<file path="config.mk">
export PLATFORM = sky130hd
export DESIGN_NAME = dotted_ipv4_address_parser_flat
export DESIGN_NICKNAME = d
export VERILOG_FILES = /design/src/hw/rtl/dip_pkg.sv /design/src/hw/rtl/dip_char_if.sv /design/src/hw/rtl/dip_verdict_if.sv /design/src/hw/rtl/dotted_ipv4_address_parser.sv /design/src/flat_wrapper.sv
export SDC_FILE = /design/constraint.sdc
export NUM_CORES = 1
export LEC_CHECK = 0
export BUFFER_PORTS_ARGS = -buffer_cell sky130_fd_sc_hd__buf_2
export CORE_MARGIN = 4
export CORE_UTILIZATION = 35
export DETAILED_ROUTE_END_ITERATION = 10
export SLEW_MARGIN = 15
export SYNTH_ARGS = -nofsm -noshare
export SYNTH_HDL_FRONTEND = slang
export SYNTH_SLANG_ARGS = --single-unit
export TNS_END_PERCENT = 10
</file>
<file path="constraint.sdc">
create_clock -name clk -period 5.2 [get_ports clk]
set_input_delay 0.52 -clock clk [delete_from_list [all_inputs] [get_ports clk]]
set_output_delay 0.52 -clock clk [all_outputs]
set_load 0.01 [all_outputs]
</file>
<file path="src/hw/rtl/dip_pkg.sv">
// ----------------------------------------------------------------------------
// dip_pkg
// Types and character codes shared by the dotted IPv4 address parser.
// ----------------------------------------------------------------------------
package dip_pkg;

  // Parser phase within one address string.
  typedef enum logic [1:0] {
    PH_START,  // expecting the first digit of a part
    PH_ZERO,   // seen a leading zero
    PH_DIGIT,  // inside the digits of a part
    PH_DROP    // discarding characters up to the next NUL
  } phase_t;

  // Radix of the current part.
  typedef enum logic [1:0] {
    RADIX_DEC,
    RADIX_OCT,
    RADIX_HEX
  } radix_t;

  // Character codes.
  localparam logic [7:0] CH_NUL   = 8'h00;
  localparam logic [7:0] CH_TAB   = 8'h09;
  localparam logic [7:0] CH_CR    = 8'h0d;
  localparam logic [7:0] CH_SPACE = 8'h20;
  localparam logic [7:0] CH_DOT   = 8'h2e;
  localparam logic [7:0] CH_0     = 8'h30;
  localparam logic [7:0] CH_9     = 8'h39;
  localparam logic [7:0] CH_UC_A  = 8'h41;
  localparam logic [7:0] CH_UC_F  = 8'h46;
  localparam logic [7:0] CH_UC_X  = 8'h58;
  localparam logic [7:0] CH_LC_A  = 8'h61;
  localparam logic [7:0] CH_LC_F  = 8'h66;
  localparam logic [7:0] CH_LC_X  = 8'h78;

  // Number of parts that may precede the final one.
  localparam logic [1:0] MAX_STORED = 2'd3;

endpackage

</file>
<file path="src/hw/rtl/dip_char_if.sv">
// ----------------------------------------------------------------------------
// dip_char_if
// Valid/ready channel that carries one character of an address string.
// ----------------------------------------------------------------------------
interface dip_char_if;
  logic       valid;
  logic       ready;
  logic [7:0] ch;

  modport source (output valid, output ch, input ready);
  modport sink (input valid, input ch, output ready);
endinterface

</file>
<file path="src/hw/rtl/dip_verdict_if.sv">
// ----------------------------------------------------------------------------
// dip_verdict_if
// Valid/ready channel that carries the verdict for one address string.
// ----------------------------------------------------------------------------
interface dip_verdict_if;
  logic        valid;
  logic        ready;
  logic        ok;
  logic [31:0] address;

  modport source (output valid, output ok, output address, input ready);
  modport sink (input valid, input ok, input address, output ready);
endinterface

</file>
<file path="src/hw/rtl/dotted_ipv4_address_parser.sv">
// ----------------------------------------------------------------------------
// dotted_ipv4_address_parser
// A verdict appears in the output register in the cycle after the
// terminating or offending character is accepted.
// Throughput: one character per cycle; the input stalls only while a verdict
// waits in the output register and the sink is not ready.
// Reset (synchronous, rst high) returns the parser to the start of a string
// and empties the output register.
// ----------------------------------------------------------------------------
module dotted_ipv4_address_parser
  import dip_pkg::*;
(
  input logic            clk,
  input logic            rst,
  dip_char_if.sink       chars,
  dip_verdict_if.source  verdicts
);

  // Parse state.
  phase_t      phase, phase_next;
  radix_t      radix, radix_next;
  logic [31:0] value, value_next;
  logic [1:0]  part_count, part_count_next;
  logic [31:0] stored_parts [MAX_STORED];
  logic        store_en;

  // Output register.
  logic        out_valid;
  logic        out_ok;
  logic [31:0] out_address;

  // Decode of the current character.
  logic        in_fire;
  logic        num_phase;
  logic        is_dec, is_hex_letter, is_x, is_dot, is_nul, is_space, is_end;
  radix_t      eff_radix;
  logic [3:0]  digit;
  logic [31:0] mac;
  logic        bad_char;
  logic        term;
  logic        emit;
  logic        res_ok;
  logic [31:0] res_address;
  logic [31:0] assembled;
  logic        range_ok;

  assign chars.ready = !out_valid || verdicts.ready;
  assign in_fire     = chars.valid && chars.ready;

  assign num_phase     = (phase == PH_ZERO) || (phase == PH_DIGIT);
  assign is_dec        = (chars.ch >= CH_0) && (chars.ch <= CH_9);
  assign is_hex_letter = ((chars.ch >= CH_LC_A) && (chars.ch <= CH_LC_F)) ||
                         ((chars.ch >= CH_UC_A) && (chars.ch <= CH_UC_F));
  assign is_x          = (chars.ch == CH_LC_X) || (chars.ch == CH_UC_X);
  assign is_dot        = (chars.ch == CH_DOT);
  assign is_nul        = (chars.ch == CH_NUL);
  assign is_space      = (chars.ch == CH_SPACE) ||
                         ((chars.ch >= CH_TAB) && (chars.ch <= CH_CR));
  assign is_end        = is_nul || is_space;

  // A part that began with a zero and no x prefix is octal.
  assign eff_radix = (phase == PH_ZERO) ? RADIX_OCT : radix;

  // Digit value; letters map through their low three bits.
  assign digit = is_dec ? chars.ch[3:0] : ({1'b0, chars.ch[2:0]} + 4'd9);

  // Multiply-accumulate of the part value, wrapping at 32 bits.
  always_comb begin
    unique case (eff_radix)
      RADIX_HEX: mac = {value[27:0], 4'b0} + {28'b0, digit};
      RADIX_OCT: mac = {value[28:0], 3'b0} + {28'b0, digit};
      default:   mac = {value[28:0], 3'b0} + {value[30:0], 1'b0} + {28'b0, digit};
    endcase
  end

  // Classify the character: failure, or end of a well-formed number.
  assign bad_char = ((phase == PH_START) && !is_dec) ||
                    (num_phase && !((phase == PH_ZERO) && is_x) && !is_dec &&
                     !(is_hex_letter && (eff_radix == RADIX_HEX)) &&
                     !(is_dot && (part_count != MAX_STORED)) && !is_end);
  assign term     = num_phase && is_end;
  assign emit     = in_fire && (bad_char || term);

  // Assemble the address and range-check the final part.
  always_comb begin
    unique case (part_count)
      2'd0: begin
        assembled = value;
        range_ok  = 1'b1;
      end
      2'd1: begin
        assembled = value | {stored_parts[0][7:0], 24'b0};
        range_ok  = (value[31:24] == 8'd0);
      end
      2'd2: begin
        assembled = value | {stored_parts[0][7:0], 24'b0} |
                    {stored_parts[1][15:0], 16'b0};
        range_ok  = (value[31:16] == 16'd0);
      end
      default: begin
        assembled = value | {stored_parts[0][7:0], 24'b0} |
                    {stored_parts[1][15:0], 16'b0} | {stored_parts[2][23:0], 8'b0};
        range_ok  = (value[31:8] == 24'd0);
      end
    endcase
  end

  // Result of this transaction.
  always_comb begin
    res_ok      = term && !bad_char && range_ok;
    res_address = res_ok ? assembled : 32'd0;
  end

  // Next parse state.
  always_comb begin
    phase_next      = phase;
    radix_next      = radix;
    value_next      = value;
    part_count_next = part_count;
    store_en        = 1'b0;
    if (in_fire) begin
      if (bad_char || term) begin
        // A verdict ends the string; drop the rest unless this was the NUL.
        phase_next      = is_nul ? PH_START : PH_DROP;
        radix_next      = RADIX_DEC;
        value_next      = 32'd0;
        part_count_next = 2'd0;
      end else begin
        unique case (phase)
          PH_START: begin
            value_next = {28'b0, digit};
            radix_next = RADIX_DEC;
            phase_next = (chars.ch == CH_0) ? PH_ZERO : PH_DIGIT;
          end
          PH_ZERO, PH_DIGIT: begin
            priority if ((phase == PH_ZERO) && is_x) begin
              radix_next = RADIX_HEX;
              phase_next = PH_DIGIT;
            end else if (is_dec || is_hex_letter) begin
              radix_next = eff_radix;
              value_next = mac;
              phase_next = PH_DIGIT;
            end else begin
              // Dot: store the part and start the next one.
              store_en        = 1'b1;
              part_count_next = part_count + 2'd1;
              value_next      = 32'd0;
              radix_next      = RADIX_DEC;
              phase_next      = PH_START;
            end
          end
          default: begin
            if (is_nul) begin
              phase_next = PH_START;
            end
          end
        endcase
      end
    end
  end

  // Parse state registers.
  always_ff @(posedge clk) begin
    if (rst) begin
      phase      <= PH_START;
      radix      <= RADIX_DEC;
      value      <= 32'd0;
      part_count <= 2'd0;
    end else begin
      phase      <= phase_next;
      radix      <= radix_next;
      value      <= value_next;
      part_count <= part_count_next;
    end
  end

  // Earlier parts; only entries below part_count are ever read.
  always_ff @(posedge clk) begin
    if (store_en) begin
      stored_parts[part_count] <= value;
    end
  end

  // Output register.
  always_ff @(posedge clk) begin
    if (rst) begin
      out_valid <= 1'b0;
    end else if (emit) begin
      out_valid <= 1'b1;
    end else if (verdicts.ready) begin
      out_valid <= 1'b0;
    end
  end

  always_ff @(posedge clk) begin
    if (emit) begin
      out_ok      <= res_ok;
      out_address <= res_address;
    end
  end

  assign verdicts.valid   = out_valid;
  assign verdicts.ok      = out_ok;
  assign verdicts.address = out_address;

  // A failed verdict carries a zero address.
  a_fail_zero: assert property (@(posedge clk) disable iff (rst)
    verdicts.valid && !verdicts.ok |-> verdicts.address == 32'd0)
    else $error("failed verdict with nonzero address");

  // A waiting verdict blocks new characters.
  a_no_overwrite: assert property (@(posedge clk) disable iff (rst)
    verdicts.valid && !verdicts.ready |-> !chars.ready)
    else $error("input accepted while verdict stalled");

  // A NUL always returns the parser to the start of a string.
  a_nul_restart: assert property (@(posedge clk) disable iff (rst)
    in_fire && is_nul |=> phase == PH_START && part_count == 2'd0)
    else $error("parser not restarted after NUL");

  // While dropping, the parse is already cleared.
  a_drop_clear: assert property (@(posedge clk) disable iff (rst)
    phase == PH_DROP |-> value == 32'd0 && part_count == 2'd0)
    else $error("parse state not cleared while dropping");

endmodule

</file>
<file path="src/flat_wrapper.sv">
// flat-port wrapper written by rule: the top's interface ports become plain ports
module dotted_ipv4_address_parser_flat import dip_pkg::*;
  (clk, rst, chars_valid, chars_ch, chars_ready, verdicts_valid, verdicts_ok, verdicts_address, verdicts_ready);
  dip_char_if chars_i ();
  dip_verdict_if verdicts_i ();
  input logic clk;
  input logic rst;
  input wire logic [$bits(chars_i.valid)-1:0] chars_valid;
  input wire logic [$bits(chars_i.ch)-1:0] chars_ch;
  output wire logic [$bits(chars_i.ready)-1:0] chars_ready;
  output wire logic [$bits(verdicts_i.valid)-1:0] verdicts_valid;
  output wire logic [$bits(verdicts_i.ok)-1:0] verdicts_ok;
  output wire logic [$bits(verdicts_i.address)-1:0] verdicts_address;
  input wire logic [$bits(verdicts_i.ready)-1:0] verdicts_ready;
  assign chars_i.valid = chars_valid;
  assign chars_i.ch = chars_ch;
  assign chars_ready = chars_i.ready;
  assign verdicts_valid = verdicts_i.valid;
  assign verdicts_ok = verdicts_i.ok;
  assign verdicts_address = verdicts_i.address;
  assign verdicts_i.ready = verdicts_ready;
  dotted_ipv4_address_parser u_core (.clk(clk), .rst(rst), .chars(chars_i), .verdicts(verdicts_i));
endmodule
</file>
==> impl_metrics.env, run 1 <==
export IMPL_status="completed"
export IMPL_ys_seq_elements=120
export IMPL_post_place_ws_ps=581
export IMPL_cts_sinks=120
export IMPL_rsz0062_at_grt="false"
export IMPL_gr_total_overflow=0
export IMPL_holdBufCountCts=0
export IMPL_layout_commonest_cell="nor2_1"
export IMPL_die_area_um2=25300
export IMPL_max_cap_viol_count=0
export IMPL_dr_total_vias=6994
export IMPL_arrival_ps=4490
export IMPL_clk_insertion_delay_late_ps=430
export IMPL_track_usage_pct=17.9
export IMPL_drtIter0Drc=573
export IMPL_diodes=0
export IMPL_async_reset_ff_share_pct=0
export IMPL_drc=0
export IMPL_setup_ws_ps=998
export IMPL_cpMaxStageDelayCell="fa_1"
export IMPL_path_max_fanout=7
export IMPL_synthTopCellsByArea="edfxtp_1 30%, ha_1 12%, dfxtp_1 9.8%"
export IMPL_wl_met1_um=10300
export IMPL_drv_slew=0
export IMPL_hold_path_class="in2reg"
export IMPL_die_h_um=159
export IMPL_fin_crit_sh_pct=80.8
export IMPL_slowest_delay_ps=410
export IMPL_yosysWarnings=0
export IMPL_cp_cell_sequence="buf_2, inv_1, ha_1, o21bai_1, a21o_1, nand2_1, xnor2_1, ha_1, ha_1, fa_1, a21o_1, a21oi_1, o31ai_1, a21o_1, a31oi_1, nor3_1, or3_1, a31oi_1, o41ai_1"
export IMPL_first_global_vias=6630
export IMPL_htreeDepth=4
export IMPL_synth_top_area_share_pct=30.5
export IMPL_cts_tree="built"
export IMPL_worst_pin_slew_ps=1030
export IMPL_gp_congestion=0.939
export IMPL_finalHoldViolCount=0
export IMPL_drive_gt1_share_pct=12.3
export IMPL_p_comb_share_pct=20.9
export IMPL_route_met2_wl_um=10500
export IMPL_grt_max_degree=39
export IMPL_vias_per_cell=5.88
export IMPL_synth_nets=951
export IMPL_clock_skew_ps=11.8
export IMPL_ctsRootBufferMaster="clkbuf_16"
export IMPL_core_area_um2=22100
export IMPL_synth_area_um2=7980
export IMPL_dp_hpwl_um=15800
export IMPL_yosys_area_top_type="edfxtp_1"
export IMPL_max_slew_margin_pct=31.0
export IMPL_path_delay_family="compound AO/OA/AOI/OAI gates"
export IMPL_final_seq_area_um2=3210
export IMPL_tns_ps=0
export IMPL_multiInputGateArea_um2=4470
export IMPL_yosysSeqAreaShare_pct=40.3
export IMPL_min_period_ps=4200
export IMPL_leakage_nw=3.61
export IMPL_required_ps=5480
export IMPL_clockBufferDepth=2
export IMPL_ys_flop_type="edfxtp_1"
export IMPL_vdd_drop_max_uv=218
export IMPL_cts_resized=0
export IMPL_io_pins=47
export IMPL_internal_power_mw=2.05
export IMPL_total_power_mw=3.00
export IMPL_final_cell_mix="103 x nor2_1, 90 x a21oi_1, 81 x edfxtp_1"
export IMPL_post_cts_buffers=0
export IMPL_grt_pass1_wl_um=36100
export IMPL_syn_instance_count=863
export IMPL_synth_edf_count=81
export IMPL_netSwitchingFraction_pct=31.6
export IMPL_cp_buffers_inverters=2
export IMPL_avgSynthCellArea_um2=9.24
export IMPL_worst_setup_path_type="in2reg"
export IMPL_rows=54
export IMPL_die_width_um=159
export IMPL_fillCellCount=2136
export IMPL_ant_nets=0
export IMPL_syn_to_final_growth_pct=14.3
export IMPL_cp_start_kind="primary input"
export IMPL_power_share_clock_pct=42.0
export IMPL_p_per_area_nw_per_um2=329
export IMPL_fmax_ghz=0.238
export IMPL_switching_power_mw=0.947
export IMPL_portBuffers=46
export IMPL_start_util_pct=36.1
export IMPL_seqPwrFrac_pct=37.1
export IMPL_hold_slack_ps=415
export IMPL_firstDrtPassIters=5
export IMPL_highest_layer="met5"
export IMPL_wire_per_inst_um=19.4
export IMPL_nets=985
export IMPL_cp_end_kind="flop"
export IMPL_wl_um=23100
export IMPL_grt_antenna_before_repair=1
export IMPL_synth_cell_type_count=70
export IMPL_clk_pin_slew_ps=60
export IMPL_setup_viol=0
export IMPL_cts_buffers=17
export IMPL_wl_met3_um=1670
[registers in the layout (all words and copies together), names as in the netlist]
signal / flops
u_core.phase: 2
u_core.verdicts.address: 32
u_core.value: 32
u_core.verdicts.valid: 1
u_core.radix: 2
u_core.verdicts.ok: 1
u_core.stored_parts: 48
u_core.part_count: 2
[path summary, 6_finish.rpt]
check	slack, ps	end	cells past startpoint	startpoint
worst min-delay path	410	u_core.verdicts.valid$_SDFFE_PP0P_	3	verdicts_ready
worst max-delay path	1000	u_core.value[30]$_SDFFE_PP0P_	19	chars_ch[0]
worst max register to register	1350	u_core.value[31]$_SDFFE_PP0P_	11	u_core.value[0]$_SDFFE_PP0P_
worst min register to register	510	u_core.radix[1]$_SDFFE_PP0P_	2	u_core.radix[1]$_SDFFE_PP0P_
[kinds of logic after synthesis]
group	synth area share (%)
muxes	0.251
adders and majority gates	12.1
buffers and inverters	3.75
xor gates and xnor gates	4.28
DFF	40.3
and+or+nand+nor	17.4
AOI/OAI and AO/OA	21.9
[cell type report]
| type | count | area share (%) |
|---|---|---|
| Clock inverter | 14 | 2.06 |
| Clock buffer | 18 | 4.71 |
| Sequential cell | 120 | 35.2 |
| Timing Repair Buffer | 63 | 3.93 |
| Inverter | 30 | 1.24 |
| Tap cell | 280 | 3.84 |
| Multi-Input combinational cell | 665 | 49.0 |
[metal layers]
metal	up-vias	GRT usage (%)
met5	-	1.52
met3	43	4.58
li1	3332	-
met2	266	28.1
met4	4	6.47
met1	3349	24.0
[power by group through the flow]
stage          logic [mW]  registers (mW)  clock network (mW)
6_report            0.625            1.11                1.26
2_1_floorplan       0.389            1.16                   0
3_5_place_dp        0.619            1.13                   0
3_3_place_gp        0.617            1.13                   0
4_1_cts             0.622            1.11                1.28
5_1_grt             0.687            1.12                1.33
[metrics by stage]
stage                     utilization (%)  instances  area (um^2)
after floorplan                         -        863         7980
after global placement               38.5       1158         8500
after detailed placement             38.5       1158         8500
after CTS                            41.3       1190         9120
after global routing                 41.3       1190         9120
final                                41.3       1190         9120
[worst register-to-register path, cell delays in order, from the launching register on]
cell and delay (ps):
dfxtp_1 730, fa_1 550, ha_1 320, a21o_1 170, and4_1 210, o21ai_1 300
o21ai_1 260, a2111oi_2 510, o31ai_1 220, nor2_1 130, o21ai_0 80, a32o_1 270
[cell usage after synthesis, types with 9 or more instances]
library cell  count
a31oi_1           9
nand4_1          13
dfxtp_1          39
xnor2_1          25
nor3_1           16
a21oi_1          90
o31ai_1          10
xor2_1           14
edfxtp_1         81
a21o_1           13
a32oi_1          10
inv_1            28
clkbuf_1         41
nand2_1          61
a22oi_1          14
nor2_1          104
nand3_1          25
and2_1           16
ha_1             74
o21ai_0          33
Power figures use the tool's default switching activity.
==> run 2: changes to the inputs <==
clock period = 3.8 ns   (was 5.2 ns; I/O delays follow)
==> run 2 against run 1 <==
Register-to-register slack worse by 820 ps. First-iteration DRC count up 35%. Critical endpoint is now u_core.value[20]$_SDFFE_PP0P_. Sequential share of layout area down 1.4 points. Global-route usage up 0.77 points. Highest routed layer is now met4. Cell count up 4.5%. Routed wire length up 3.5%. Critical path type unchanged. Worst setup slack worse by 740 ps.
==> impl_metrics.env, run 2 (synthesis results as in run 1) <==
export IMPL_holdBufCountCts=0
export IMPL_vias_per_cell=5.72
export IMPL_worst_pin_slew_ps=1170
export IMPL_drc=0
export IMPL_track_usage_pct=18.7
export IMPL_largest_register="u_core.stored_parts"
export IMPL_total_power_mw=3.94
export IMPL_grt_antenna_before_repair=1
export IMPL_drtIter0Drc=771
export IMPL_layout_commonest_cell="nor2_1"
export IMPL_gr_total_overflow=0
export IMPL_portBuffers=46
export IMPL_clk_insertion_delay_late_ps=430
export IMPL_setup_ws_ps=254
export IMPL_diodes=0
export IMPL_grt_max_degree=34
export IMPL_cts_resized=0
export IMPL_required_ps=4100
export IMPL_cts_sinks=120
export IMPL_dr_total_vias=7106
export IMPL_cp_end_kind="flop"
export IMPL_io_pins=47
export IMPL_start_util_pct=36.1
export IMPL_final_cell_mix="104 x nor2_1, 89 x a21oi_1, 81 x edfxtp_1"
export IMPL_finalHoldViolCount=0
export IMPL_dp_hpwl_um=17000
export IMPL_highest_layer="met4"
export IMPL_post_place_ws_ps=-172
export IMPL_fmax_ghz=0.282
export IMPL_min_period_ps=3550
export IMPL_path_max_fanout=4
export IMPL_gp_congestion=0.904
export IMPL_setup_viol=0
export IMPL_first_global_vias=6921
export IMPL_max_slew_margin_pct=21.9
export IMPL_ctsRootBufferMaster="clkbuf_16"
export IMPL_wire_per_inst_um=19.2
export IMPL_nets=1039
export IMPL_fin_area_um2=9500
export IMPL_cts_tree="built"
export IMPL_worst_setup_path_type="in2reg"
export IMPL_p_per_area_nw_per_um2=415
export IMPL_status="completed"
export IMPL_cp_cell_sequence="buf_2, inv_1, ha_1, o21bai_2, a21o_1, nand2_1, xnor2_2, ha_1, ha_1, fa_1, a21o_1, a21oi_2, o31ai_1, a21o_1, and2_1, a21oi_1, xor2_1, a21oi_1, a32o_1"
export IMPL_rows=54
export IMPL_leakage_nw=3.84
export IMPL_die_width_um=159
export IMPL_vdd_drop_max_uv=314
export IMPL_slowest_delay_ps=380
export IMPL_max_cap_viol_count=0
export IMPL_drv_slew=0
export IMPL_cts_buffers=17
export IMPL_die_h_um=159
export IMPL_ant_nets=0
export IMPL_grt_pass1_wl_um=37800
export IMPL_largest_register_ff_count=48
export IMPL_die_area_um2=25300
export IMPL_post_cts_buffers=0
export IMPL_placed_area_um2=8940
export IMPL_route_met2_wl_um=11100
export IMPL_wl_met3_um=1940
export IMPL_clockBufferDepth=2
export IMPL_arrival_ps=3850
export IMPL_syn_to_final_growth_pct=19.1
export IMPL_htreeDepth=4
export IMPL_clk_pin_slew_ps=60
export IMPL_cpMaxStageDelayCell="fa_1"
export IMPL_fin_crit_sh_pct=93.3
export IMPL_core_area_um2=22100
export IMPL_wl_um=23900
export IMPL_clock_skew_ps=12.4
export IMPL_firstDrtPassIters=5
export IMPL_drive_gt1_share_pct=17.0
export IMPL_wl_met1_um=10300
export IMPL_hold_path_class="in2reg"
export IMPL_cp_start_kind="primary input"
[run 2: worst paths after layout]
check / startpoint / end / slack [ps] / depth (start not counted)
worst min register to register: u_core.radix[1]$_SDFFE_PP0P_ / u_core.radix[1]$_SDFFE_PP0P_ / 510 / 2
worst max register to register: u_core.value[9]$_SDFFE_PP0P_ / u_core.value[31]$_SDFFE_PP0P_ / 530 / 11
worst min-delay path: verdicts_ready / u_core.verdicts.valid$_SDFFE_PP0P_ / 280 / 3
worst max-delay path: chars_ch[0] / u_core.value[20]$_SDFFE_PP0P_ / 250 / 19
[run 2: routing by layer]
metal,GRT usage [%],vias to the layer above
met1,24.4,3371
met3,5.49,38
met5,0,-
met2,30.1,280
li1,-,3417
met4,5.96,0
[run 2: area by class of cell]
cell class / instances / area, um^2
Sequential cell: 120 / 3210
Inverter: 30 / 113
Multi-Input combinational cell: 665 / 4490
Clock inverter: 11 / 103
Tap cell: 280 / 350
Timing Repair Buffer: 117 / 788
Fill cell: 2133 / 12600
Clock buffer: 20 / 437
[run 2: critical path, delay by kind of cell]
kind,cells,cell delay [ps]
AO/OA/AOI/OAI,9,1600
XOR/XNOR,2,310
AND/OR/NAND/NOR,2,290
buffers and inverters,2,160
adder cells (fa/ha/maj),4,1110
[run 2: metrics by stage]
step	util (%)	setup TNS, ps	hold slack (ps)	instances
6_report	43.0	0	284	1243
5_1_grt	43.0	-1.19	292	1243
4_1_cts	42.9	0	260	1243
3_5_place_dp	40.5	-547	488	1212
3_3_place_gp	40.5	-337	485	1212
2_1_floorplan	-	0	461	863
[run 2: power breakdown]
group          leakage (nW)  switching, mW  total, mW  internal [mW]
clock                 0.248          0.616       1.51          0.894
sequential             1.15         0.0292       1.52           1.49
combinational          2.44          0.597      0.910          0.313
